## config.mk

```make
export PLATFORM = sky130hd
export DESIGN_NAME = multi_queue_fifo_manager
export DESIGN_NICKNAME = d
export VERILOG_FILES = /design/src/hw/rtl/mqf_pkg.sv /design/src/hw/rtl/mqf_ptr_ram.sv /design/src/hw/rtl/mqf_entry_ram.sv /design/src/hw/rtl/multi_queue_fifo_manager.sv
export SDC_FILE = /design/constraint.sdc
export NUM_CORES = 1
export LEC_CHECK = 0
export BUFFER_PORTS_ARGS = -buffer_cell sky130_fd_sc_hd__clkbuf_2
export CAP_MARGIN = 0
export CORE_MARGIN = 5
export CORE_UTILIZATION = 54
export CTS_BUF_LIST = sky130_fd_sc_hd__clkbuf_4 sky130_fd_sc_hd__clkbuf_8
export DETAILED_ROUTE_END_ITERATION = 16
export MAX_ROUTING_LAYER = met4
export PLACE_DENSITY = 0.7
export SYNTH_ARGS = -nofsm -noshare
export SYNTH_HDL_FRONTEND = slang
export SYNTH_HIERARCHICAL = 1
export SYNTH_SLANG_ARGS = --single-unit
```

## constraint.sdc

```tcl
create_clock -name aclk -period 6.1 [get_ports aclk]
set_input_delay 0.305 -clock aclk [delete_from_list [all_inputs] [get_ports aclk]]
set_output_delay 0.305 -clock aclk [all_outputs]
set_load 0.005 [all_outputs]
```

## src/hw/rtl/mqf_pkg.sv

```systemverilog
package mqf_pkg;

    localparam int DEF_QUEUE_COUNT = 4;
    localparam int DEF_QUEUE_DEPTH = 16;
    localparam int DEF_ENTRY_WIDTH = 16;

    localparam int CAP_REGS   = 4;
    localparam int QID_W      = 4;
    localparam int VAL_W      = 16;
    localparam int STATUS_W   = 2;
    localparam int ACTIVE_W   = 3;
    localparam int CFG_IDX_W  = 3;
    localparam int CFG_DATA_W = 5;
    localparam int IN_DATA_W  = 24;
    localparam int OUT_DATA_W = 16;

    localparam logic [CFG_IDX_W-1:0] CFG_ACTIVE   = 3'd0;
    localparam logic [CFG_IDX_W-1:0] CFG_CAP_BASE = 3'd1;

    typedef enum logic {
        OP_POST   = 1'b0,
        OP_ACCEPT = 1'b1
    } op_t;

    typedef enum logic [STATUS_W-1:0] {
        ST_OK     = 2'd0,
        ST_BAD_ID = 2'd1,
        ST_FULL   = 2'd2,
        ST_EMPTY  = 2'd3
    } status_t;

endpackage

```

## src/hw/rtl/mqf_ptr_ram.sv

```systemverilog
module mqf_ptr_ram #(
    parameter int DEPTH = 4,
    parameter int AW    = 2,
    parameter int DW    = 13
) (
    input  logic          aclk,
    input  logic          aresetn,
    input  logic          re,
    input  logic [AW-1:0] raddr,
    output logic [DW-1:0] rdata,
    input  logic          we,
    input  logic [AW-1:0] waddr,
    input  logic [DW-1:0] wdata
);

    logic [DW-1:0] mem_reg [DEPTH];
    logic [DEPTH-1:0] vld_reg;
    logic [DW-1:0] rdata_reg;
    logic          rvld_reg;

    // entries never written since reset read as zero
    always_ff @(posedge aclk) begin
        if (!aresetn) begin
            vld_reg  <= '0;
            rvld_reg <= 1'b0;
        end else begin
            if (we) begin
                vld_reg[waddr] <= 1'b1;
            end
            if (re) begin
                rvld_reg <= vld_reg[raddr];
            end
        end
    end

    always_ff @(posedge aclk) begin
        if (we) begin
            mem_reg[waddr] <= wdata;
        end
        if (re) begin
            rdata_reg <= mem_reg[raddr];
        end
    end

    assign rdata = rvld_reg ? rdata_reg : '0;

endmodule

```

## src/hw/rtl/mqf_entry_ram.sv

```systemverilog
module mqf_entry_ram #(
    parameter int DEPTH = 64,
    parameter int AW    = 6,
    parameter int DW    = 16
) (
    input  logic          aclk,
    input  logic          we,
    input  logic          re,
    input  logic [AW-1:0] addr,
    input  logic [DW-1:0] wdata,
    output logic [DW-1:0] rdata
);

    logic [DW-1:0] mem_reg [DEPTH];
    logic [DW-1:0] rdata_reg;

    always_ff @(posedge aclk) begin
        if (we) begin
            mem_reg[addr] <= wdata;
        end
        if (re) begin
            rdata_reg <= mem_reg[addr];
        end
    end

    assign rdata = rdata_reg;

endmodule

```

## src/hw/rtl/multi_queue_fifo_manager.sv

```systemverilog
// Channel  Dir  tdata                                   tuser
// s_       in   qid[3:0], entry_value[19:4]             op[0]
// m_       out  read_value[15:0]                        status[1:0]
// cfg_     in   cfg_addr = register index, cfg_wdata = value (no handshake)
//
// Each word goes through pointer memory read, pointer update with entry
// memory access, then the result moves to the output register.
// The next word is taken once the result sits in the output register.
// Reset is synchronous; per-queue valid bits clear the pointers at once.
// A stalled m_ side holds the engine in its last step until the register frees.
module multi_queue_fifo_manager #(
    parameter int QUEUE_COUNT = mqf_pkg::DEF_QUEUE_COUNT,
    parameter int QUEUE_DEPTH = mqf_pkg::DEF_QUEUE_DEPTH,
    parameter int ENTRY_WIDTH = mqf_pkg::DEF_ENTRY_WIDTH
) (
    input  logic                             aclk,
    input  logic                             aresetn,
    input  logic                             s_tvalid,
    output logic                             s_tready,
    input  logic [mqf_pkg::IN_DATA_W-1:0]    s_tdata,   // qid, entry_value
    input  logic [0:0]                       s_tuser,   // op
    output logic                             m_tvalid,
    input  logic                             m_tready,
    output logic [mqf_pkg::OUT_DATA_W-1:0]   m_tdata,   // read_value
    output logic [mqf_pkg::STATUS_W-1:0]     m_tuser,   // status
    input  logic                             cfg_we,
    input  logic [mqf_pkg::CFG_IDX_W-1:0]    cfg_addr,
    input  logic [mqf_pkg::CFG_DATA_W-1:0]   cfg_wdata
);

    import mqf_pkg::*;

    localparam int PQ_W   = (QUEUE_COUNT > 1) ? $clog2(QUEUE_COUNT) : 1;
    localparam int IDX_W  = $clog2(QUEUE_DEPTH);
    localparam int CNT_W  = $clog2(QUEUE_DEPTH + 1);
    localparam int PTR_W  = CNT_W + 2 * IDX_W;
    localparam int ENT_N  = QUEUE_COUNT * QUEUE_DEPTH;
    localparam int ADDR_W = $clog2(ENT_N);

    typedef enum logic [1:0] {
        S_IDLE,
        S_EXEC,
        S_FINISH
    } state_t;

    state_t                  state_reg;
    op_t                     op_reg;
    logic [QID_W-1:0]        qid_reg;
    logic [PQ_W-1:0]         qidx_reg;
    logic [VAL_W-1:0]        val_reg;
    status_t                 status_reg;
    logic                    hit_reg;
    logic                    m_tvalid_reg;
    logic [OUT_DATA_W-1:0]   m_tdata_reg;
    status_t                 m_tuser_reg;
    logic [ACTIVE_W-1:0]     active_reg;
    logic [CNT_W-1:0]        cap_reg [QUEUE_COUNT];

    logic                    accept;
    logic [QID_W-1:0]        s_qid;
    logic [VAL_W-1:0]        s_val;
    logic [PQ_W-1:0]         ptr_raddr;
    logic [PTR_W-1:0]        ptr_rdata;
    logic                    ptr_we;
    logic [PQ_W-1:0]         ptr_waddr;
    logic [PTR_W-1:0]        ptr_wdata;

    logic [CNT_W-1:0]        cnt;
    logic [IDX_W-1:0]        rd_idx;
    logic [IDX_W-1:0]        wr_idx;
    logic [CNT_W-1:0]        cap_sel;
    logic [CNT_W:0]          rd_inc;
    logic [CNT_W:0]          wr_inc;
    logic [IDX_W-1:0]        rd_nx;
    logic [IDX_W-1:0]        wr_nx;
    logic [CNT_W-1:0]        cnt_next;
    logic [PTR_W-1:0]        ptr_next;
    logic                    bad;
    logic                    is_post;
    logic                    full;
    logic                    empty;
    logic                    do_post;
    logic                    do_take;
    status_t                 status_next;

    logic [ADDR_W-1:0]       e_base;
    logic [ADDR_W-1:0]       e_addr;
    logic                    e_we;
    logic                    e_re;
    logic [ENTRY_WIDTH+VAL_W-1:0] e_wext;
    logic [ENTRY_WIDTH-1:0]  e_wdata;
    logic [ENTRY_WIDTH-1:0]  e_rdata;
    logic [ENTRY_WIDTH+OUT_DATA_W-1:0] e_rext;
    logic                    out_free;

    logic                    cfg_cap_hit;
    logic                    cfg_clear;
    logic [CFG_IDX_W-1:0]    cfg_q;
    logic [QID_W-1:0]        cfg_q_ext;
    logic [CNT_W-1:0]        cap_sat;

    assign accept   = s_tvalid && s_tready;
    assign s_tready = (state_reg == S_IDLE);
    assign s_qid    = s_tdata[QID_W-1:0];
    assign s_val    = s_tdata[QID_W +: VAL_W];
    assign ptr_raddr = (s_qid < QID_W'(QUEUE_COUNT)) ? s_qid[PQ_W-1:0] : '0;

    // config decode
    assign cfg_q       = cfg_addr - CFG_CAP_BASE;
    assign cfg_q_ext   = QID_W'(cfg_q);
    assign cfg_cap_hit = cfg_we && (cfg_addr >= CFG_CAP_BASE)
                         && (int'(cfg_addr) < int'(CFG_CAP_BASE) + CAP_REGS);
    assign cfg_clear   = cfg_cap_hit && (int'(cfg_q) < QUEUE_COUNT);
    assign cap_sat     = (int'(cfg_wdata) > QUEUE_DEPTH) ? CNT_W'(QUEUE_DEPTH)
                                                         : CNT_W'(cfg_wdata);

    // pointer record: {count, read index, write index}
    assign cnt     = ptr_rdata[PTR_W-1 -: CNT_W];
    assign rd_idx  = ptr_rdata[IDX_W +: IDX_W];
    assign wr_idx  = ptr_rdata[IDX_W-1:0];
    assign cap_sel = cap_reg[qidx_reg];

    assign rd_inc = (CNT_W+1)'(rd_idx) + 1'b1;
    assign wr_inc = (CNT_W+1)'(wr_idx) + 1'b1;
    assign rd_nx  = (rd_inc >= (CNT_W+1)'(cap_sel)) ? '0 : rd_inc[IDX_W-1:0];
    assign wr_nx  = (wr_inc >= (CNT_W+1)'(cap_sel)) ? '0 : wr_inc[IDX_W-1:0];

    assign bad     = (qid_reg >= QID_W'(QUEUE_COUNT)) || (qid_reg >= QID_W'(active_reg));
    assign is_post = (op_reg == OP_POST);
    assign full    = (cnt >= cap_sel);
    assign empty   = (cnt == '0);
    assign do_post = !bad && is_post && !full;
    assign do_take = !bad && !is_post && !empty;

    always_comb begin
        if (bad) begin
            status_next = ST_BAD_ID;
        end else if (is_post) begin
            status_next = full ? ST_FULL : ST_OK;
        end else begin
            status_next = empty ? ST_EMPTY : ST_OK;
        end
    end

    always_comb begin
        if (do_post) begin
            cnt_next = cnt + 1'b1;
        end else if (do_take) begin
            cnt_next = cnt - 1'b1;
        end else begin
            cnt_next = cnt;
        end
    end

    assign ptr_next  = {cnt_next, (do_take ? rd_nx : rd_idx), (do_post ? wr_nx : wr_idx)};
    assign ptr_we    = cfg_clear || ((state_reg == S_EXEC) && (do_post || do_take));
    assign ptr_waddr = cfg_clear ? cfg_q_ext[PQ_W-1:0] : qidx_reg;
    assign ptr_wdata = cfg_clear ? '0 : ptr_next;

    // entry store access
    assign e_base  = ADDR_W'(ADDR_W'(qidx_reg) * ADDR_W'(QUEUE_DEPTH));
    assign e_addr  = e_base + ADDR_W'(is_post ? wr_idx : rd_idx);
    assign e_we    = (state_reg == S_EXEC) && do_post;
    assign e_re    = (state_reg == S_EXEC) && do_take;
    assign e_wext  = {{ENTRY_WIDTH{1'b0}}, val_reg};
    assign e_wdata = e_wext[ENTRY_WIDTH-1:0];
    assign e_rext  = {{OUT_DATA_W{1'b0}}, e_rdata};

    assign out_free = !m_tvalid_reg || m_tready;

    mqf_ptr_ram #(
        .DEPTH (QUEUE_COUNT),
        .AW    (PQ_W),
        .DW    (PTR_W)
    ) u_ptr_ram (
        .aclk    (aclk),
        .aresetn (aresetn),
        .re      (accept),
        .raddr   (ptr_raddr),
        .rdata   (ptr_rdata),
        .we      (ptr_we),
        .waddr   (ptr_waddr),
        .wdata   (ptr_wdata)
    );

    mqf_entry_ram #(
        .DEPTH (ENT_N),
        .AW    (ADDR_W),
        .DW    (ENTRY_WIDTH)
    ) u_entry_ram (
        .aclk  (aclk),
        .we    (e_we),
        .re    (e_re),
        .addr  (e_addr),
        .wdata (e_wdata),
        .rdata (e_rdata)
    );

    always_ff @(posedge aclk) begin
        if (!aresetn) begin
            state_reg    <= S_IDLE;
            m_tvalid_reg <= 1'b0;
            active_reg   <= '0;
            for (int i = 0; i < QUEUE_COUNT; i++) begin
                cap_reg[i] <= '0;
            end
        end else begin
            if (m_tvalid_reg && m_tready) begin
                m_tvalid_reg <= 1'b0;
            end
            case (state_reg)
                S_IDLE: begin
                    if (accept) begin
                        op_reg    <= op_t'(s_tuser[0]);
                        qid_reg   <= s_qid;
                        qidx_reg  <= ptr_raddr;
                        val_reg   <= s_val;
                        state_reg <= S_EXEC;
                    end
                end
                S_EXEC: begin
                    status_reg <= status_next;
                    hit_reg    <= do_take;
                    state_reg  <= S_FINISH;
                end
                S_FINISH: begin
                    if (out_free) begin
                        m_tvalid_reg <= 1'b1;
                        m_tdata_reg  <= hit_reg ? e_rext[OUT_DATA_W-1:0] : '0;
                        m_tuser_reg  <= status_reg;
                        state_reg    <= S_IDLE;
                    end
                end
                default: begin
                    state_reg <= S_IDLE;
                end
            endcase
            if (cfg_we && (cfg_addr == CFG_ACTIVE)) begin
                active_reg <= cfg_wdata[ACTIVE_W-1:0];
            end
            for (int i = 0; i < QUEUE_COUNT; i++) begin
                if (cfg_clear && (cfg_q_ext == QID_W'(i))) begin
                    cap_reg[i] <= cap_sat;
                end
            end
        end
    end

    assign m_tvalid = m_tvalid_reg;
    assign m_tdata  = m_tdata_reg;
    assign m_tuser  = m_tuser_reg;

endmodule

```

-- After elaboration in Yosys (flattened, before gate mapping)
Memories as Yosys holds them, arrays and structs flattened. A register that Yosys moved wholly into a read port is not among the register bits.
Index checks and enable logic that the tools add are counted.
- $add $sub $neg: 6
- $lt $le $gt $ge: 13
- equal/unequal tests: 7
- multiplexer cells: 47
- bitwise logic cells: 6
- reductions and logical operators: 34
- operator list (operator ; count):
    $mux 5 ; 7
    $mux 13 ; 2
    $mux 1 ; 22
    $mux 4 ; 5
    $logic_and 1x1->1 ; 18
    $mux 2 ; 8
    $ge 5x5->1 ; 3
    $add 4x1->5 const B ; 2
    $add 6x4->6 ; 1
    $eq 3x2->1 const B ; 2
    $lt 2x3->1 const B ; 2
    $lt 3x3->1 const B ; 2
    $pmux 2 s3 ; 1
    $reduce_and 3->1 ; 2
    $add 5x1->5 const B ; 1
    $gt 5x5->1 const B ; 1
    $logic_not 5->1 ; 1
    $sub 5x1->5 const B ; 1
    $ge 4x3->1 ; 1
    $ge 4x3->1 const B ; 1
    $logic_not 1->1 ; 4
    $logic_not 4->1 ; 1
    $logic_or 1x1->1 ; 4
    $lt 4x3->1 const B ; 1
    16 further kinds ; 20
- register bits after elaboration: 55
- bits in writable memories: 1096
- bits of input ports: 38
- word-level logic and storage cells: 129
- memories: 3
- memory list (memory ; depth ; width ; rd ports ; clocked after memory_dff ; wr ports ; line ; RTL):
    u_entry_ram.mem_reg ; 64 ; 16 ; 1 ; 1 ; 1 ; mqf_entry_ram.sv:14 ; logic [DW-1:0] mem_reg [DEPTH];
    u_ptr_ram.mem_reg ; 4 ; 13 ; 1 ; 1 ; 1 ; mqf_ptr_ram.sv:16 ; logic [DW-1:0] mem_reg [DEPTH];
    cap_reg ; 4 ; 5 ; 1 ; 1 ; 4 ; multi_queue_fifo_manager.sv:57 ; logic [CNT_W-1:0] cap_reg [QUEUE_COUNT];

-- Depth between registers and ports, before layout
- depth after elaboration: 10
- gate-level depth with buffers: 14

-- By module
The synthesis kept the hierarchy.
- modules (own cells, without submodules) (module ; instances ; cells an instance ; area an instance (µm²) ; sequential area each (µm²)):
    mqf_entry_ram ; 1 ; 2264 ; 39640.5 ; 31230.0
    multi_queue_fifo_manager ; 1 ; 305 ; 3723.6 ; 2082.0
    mqf_ptr_ram ; 1 ; 114 ; 2595.0 ; 2052.0

-- Worst setup path before layout
OpenSTA, ideal clock, no wires.
- path kind: register -> register
- start point: register with a tool-made name
- end point: memory u_entry_ram.mem_reg[11][0], enable pin
- setup time: 0.388 ns
- data arrival time: 3.637 ns
- data required time: 5.712 ns
- path slack: 2.075 ns
- stages on the path, launching flop included: 12
- period minus slack after synthesis: 4.025 ns
- cells stage by stage: dfxtp_1 -> clkbuf_1 -> mux4_2 -> inv_1 -> ha_1 -> a2111oi_4 -> o21ai_2 -> a21o_2 -> nor2_1 -> nor2b_1 -> nand2_1 -> nor2_1
- RTL lines (element ; line):
    to (decl) ; mqf_entry_ram.sv:14

==> run metrics <==
final hold viol count=0; initial antenna violation count=6; worst skew pair latency=850 ps; first-pass GRT wire length=173.3 mm; Initial Util=54.15%; Leakage=16.69 nW; post-synthesis adder-cell area fraction=0.7351%; fillers=6036; Post-synth EDFFs=1169; Clock Power Share=40.1%; Hold Crit Class=in2reg; Final Setup Violations=0; worst slew pin tran=1361 ps; iteration-0 DRC count of the detailed router=3594; post-synthesis xor/xnor area fraction=0.09528%; post-route ant nets=0; part of the power in combinational logic=2.7%; Async SR Flop Fraction=0%; hold buffers post-CTS=33; DPL Wire Length=68.89 mm; Critical Path RT=6620 ps; Pins Over Slew Limit=0; Synth cell types=75; DIE HEIGHT=301.7 um; clock tree buffer depth=3; Synth Instances=2683; #FFs+latches synth=1182; GRT Residual Overflow=0; # IOs=58; min Tclk post-route=4765 ps; main combinational cell family by area after synthesis=compound AO/OA/AOI/OAI gates; core area=84880 um2; global-route usage over all layers=26.65%; Final WS setup=1335 ps; CP max FO=10; Net Sw Power=3.315 mW; Root Buffer=clkbuf_8; Layout Skew=34.76 ps; fin crit share=78.11%; Seq. cell area=35360 um2; Die Area=91040 um2; Worst VDD drop=0.0002044 V; WHS=163.6 ps; wire per inst=28.03 um; clock slew at reported path FFs=70 ps; dpl ws=1406 ps; post-synthesis simple-gate area fraction=4.163%; RePlAce Congestion=0.9835; Syn-to-layout area delta=12.74%; DRC=0; setup_tns=0 ps; post-synthesis mux area share=5.336%; Setup CP Type=reg2reg; Worst slew margin=8.844%; power per cell area=301.5 nW/um2; Mapped Nets=2748; max FFs per register=1024; Top FF cell, synth=edfxtp_1; Worst Setup Start Kind=register; Yosys warnings=6; outcome=completed; Reg power frac=57.3%; proportion of layout cells with a drive suffix above 1=17.87%; H-Tree Level Count=4; RSZ-0062 raised after global routing=false; IO Port Bufs=53; Max Freq=209.9 MHz; number of clock sinks=1182; sw frac=21.22%; Layout Nets=2992; Resize count post-CTS=0; vias in the first global route=26615; TritonCTS clock tree=yes; post-synthesis compound-gate area fraction=10.66%; crit path DAT=5280 ps; vias after detailed routing=26838; Int Pwr=12.31 mW; Synth Cell Area=45960 um2; largest net degree at the start of global routing=76; Max Cap Viol=0; Num CTS Buffers=181; synthesized area per cell=17.13 um2; Die Wd=301.7 um; Multi-input gate area=9759 um2; post-DR vias/cell=6.366; Post-CTS Setup Repair Bufs=0; Pre-Repair DR Iteration Count=5; row cnt=107; sequential area share after synthesis=76.95%; final wirelength=118.2 mm; crit end category=register
[layer usage]
metal  track usage, %  vias up  share of wire, %
met3            5.476      266               9.9
met1            34.89    13523                38
met4            11.59        0               4.5
met5                -        -                 0
met2            41.18     1582                47
li1                 -    11467                 -
[power by group through the flow]
stage | clock network (mW) | logic, mW | registers [mW]
6_report | 6.26 | 0.415 | 8.94
3_3_place_gp | 0 | 0.377 | 9.11
4_1_cts | 6.35 | 0.409 | 8.94
2_1_floorplan | 0 | 0.186 | 9.15
5_1_grt | 6.75 | 0.440 | 8.94
3_5_place_dp | 0 | 0.392 | 9.11
[placed cells by master (no fill, tap or decap), types with 19 or more instances in the layout]
| master | Yosys | routed |
|---|---|---|
| a211oi_1 | 21 | 21 |
| edfxtp_1 | 1169 | 1169 |
| a21oi_1 | 83 | 83 |
| nor2_1 | 192 | 190 |
| clkbuf_4 | 0 | 59 |
| and2_1 | 35 | 33 |
| o21ai_0 | 38 | 38 |
| ha_1 | 27 | 27 |
| a221oi_1 | 106 | 106 |
| clkinv_1 | 0 | 47 |
| mux4_2 | 19 | 19 |
| a22oi_1 | 196 | 196 |
| clkbuf_8 | 0 | 186 |
| clkbuf_2 | 0 | 53 |
| mux2_2 | 23 | 20 |
| dlygate4sd3_1 | 0 | 33 |
| mux2i_1 | 161 | 161 |
| o22ai_1 | 58 | 58 |
| o22a_1 | 27 | 27 |
| buf_4 | 16 | 145 |
| nand2_1 | 69 | 69 |
| a31oi_1 | 27 | 27 |
| a22o_1 | 21 | 21 |
| nand3_1 | 24 | 24 |
[cells in the mapped netlist, types with 7 or more instances]
library cell | n | area [um2]
o21ai_0 | 38 | 190.2
a22o_1 | 21 | 183.9
clkbuf_1 | 67 | 251.5
ha_1 | 27 | 337.8
a22oi_1 | 196 | 1471
buf_6 | 11 | 123.9
or4_1 | 9 | 67.56
a2111oi_0 | 8 | 70.07
inv_1 | 15 | 56.30
nand2_1 | 69 | 259.0
buf_1 | 13 | 48.80
a31oi_1 | 27 | 168.9
nand3b_1 | 10 | 75.07
o221ai_1 | 15 | 131.4
buf_4 | 16 | 120.1
nand2b_1 | 9 | 56.30
o22ai_1 | 58 | 362.9
nand4_1 | 7 | 43.79
mux4_2 | 19 | 427.9
o21a_1 | 8 | 60.06
nor3_1 | 14 | 70.07
mux2i_1 | 161 | 1612
nor2b_1 | 11 | 68.82
nor2_1 | 192 | 720.7
nor3b_1 | 9 | 67.56
mux2_2 | 23 | 259.0
a221oi_1 | 106 | 928.4
a21oi_1 | 83 | 415.4
buf_2 | 64 | 320.3
o22a_1 | 27 | 236.5
edfxtp_1 | 1169 | 35100
a222oi_1 | 9 | 90.09
nand3_1 | 24 | 120.1
o211a_1 | 7 | 70.07
and2_1 | 35 | 219.0
a211oi_1 | 21 | 157.7
dfxtp_1 | 13 | 260.3
[path summary, 6_finish.rpt]
path	startpoint	to	slack, ps	cells after the start
worst max-delay path	register	u_entry_ram/mem_reg[41][14]	1340	12
worst min-delay path	cfg_addr[1]	cap_reg[2][1]	160	4
worst max register to register	register	u_entry_ram/mem_reg[41][14]	1340	12
worst min register to register	status_reg[0]	m_tuser[0]	440	0
[cell type report]
| cell class | count | area share [%] |
|---|---|---|
| Inverter | 17 | 0.1231 |
| Clock buffer | 245 | 5.795 |
| Tap cell | 1144 | 2.762 |
| Antenna cell | 6 | 0.02898 |
| Multi-Input combinational cell | 1312 | 18.83 |
| Clock inverter | 77 | 0.8790 |
| Sequential cell | 1182 | 68.25 |
| Timing Repair Buffer | 233 | 3.327 |
[metrics by stage]
step,std cells,util (%),power (mW),instance area (um2)
final,4216,61.05,15.62,51820
after global routing,4215,61.04,16.13,51810
after CTS,4210,61.03,15.71,51800
after detailed placement,3855,56.57,9.505,48010
after global placement,3855,56.57,9.488,48010
after floorplan,2683,-,9.333,45960
[worst max-delay path, cell delays in order (launching register included)]
cell       delay, ps
dfxtp_1          530
mux4_2           540
inv_1            170
ha_1             310
a2111oi_4        370
o21ai_2          180
a21o_2           300
nor2_1           180
buf_4            200
nor2b_1          320
nand2_1          430
nor2_1           600
buf_4            320
[cells by family (layout without fill, tap and decap cells)]
group / after synthesis / in the layout
AO/OA/AOI/OAI: 662 / 662
XOR/XNOR: 5 / 5
adder cells (fa/ha/maj): 27 / 27
buffers and inverters: 189 / 572
flip-flops: 1182 / 1182
multiplexers: 210 / 210
other: 0 / 6
AND/OR/NAND/NOR: 408 / 408
(Power assumes the default switching activity.)
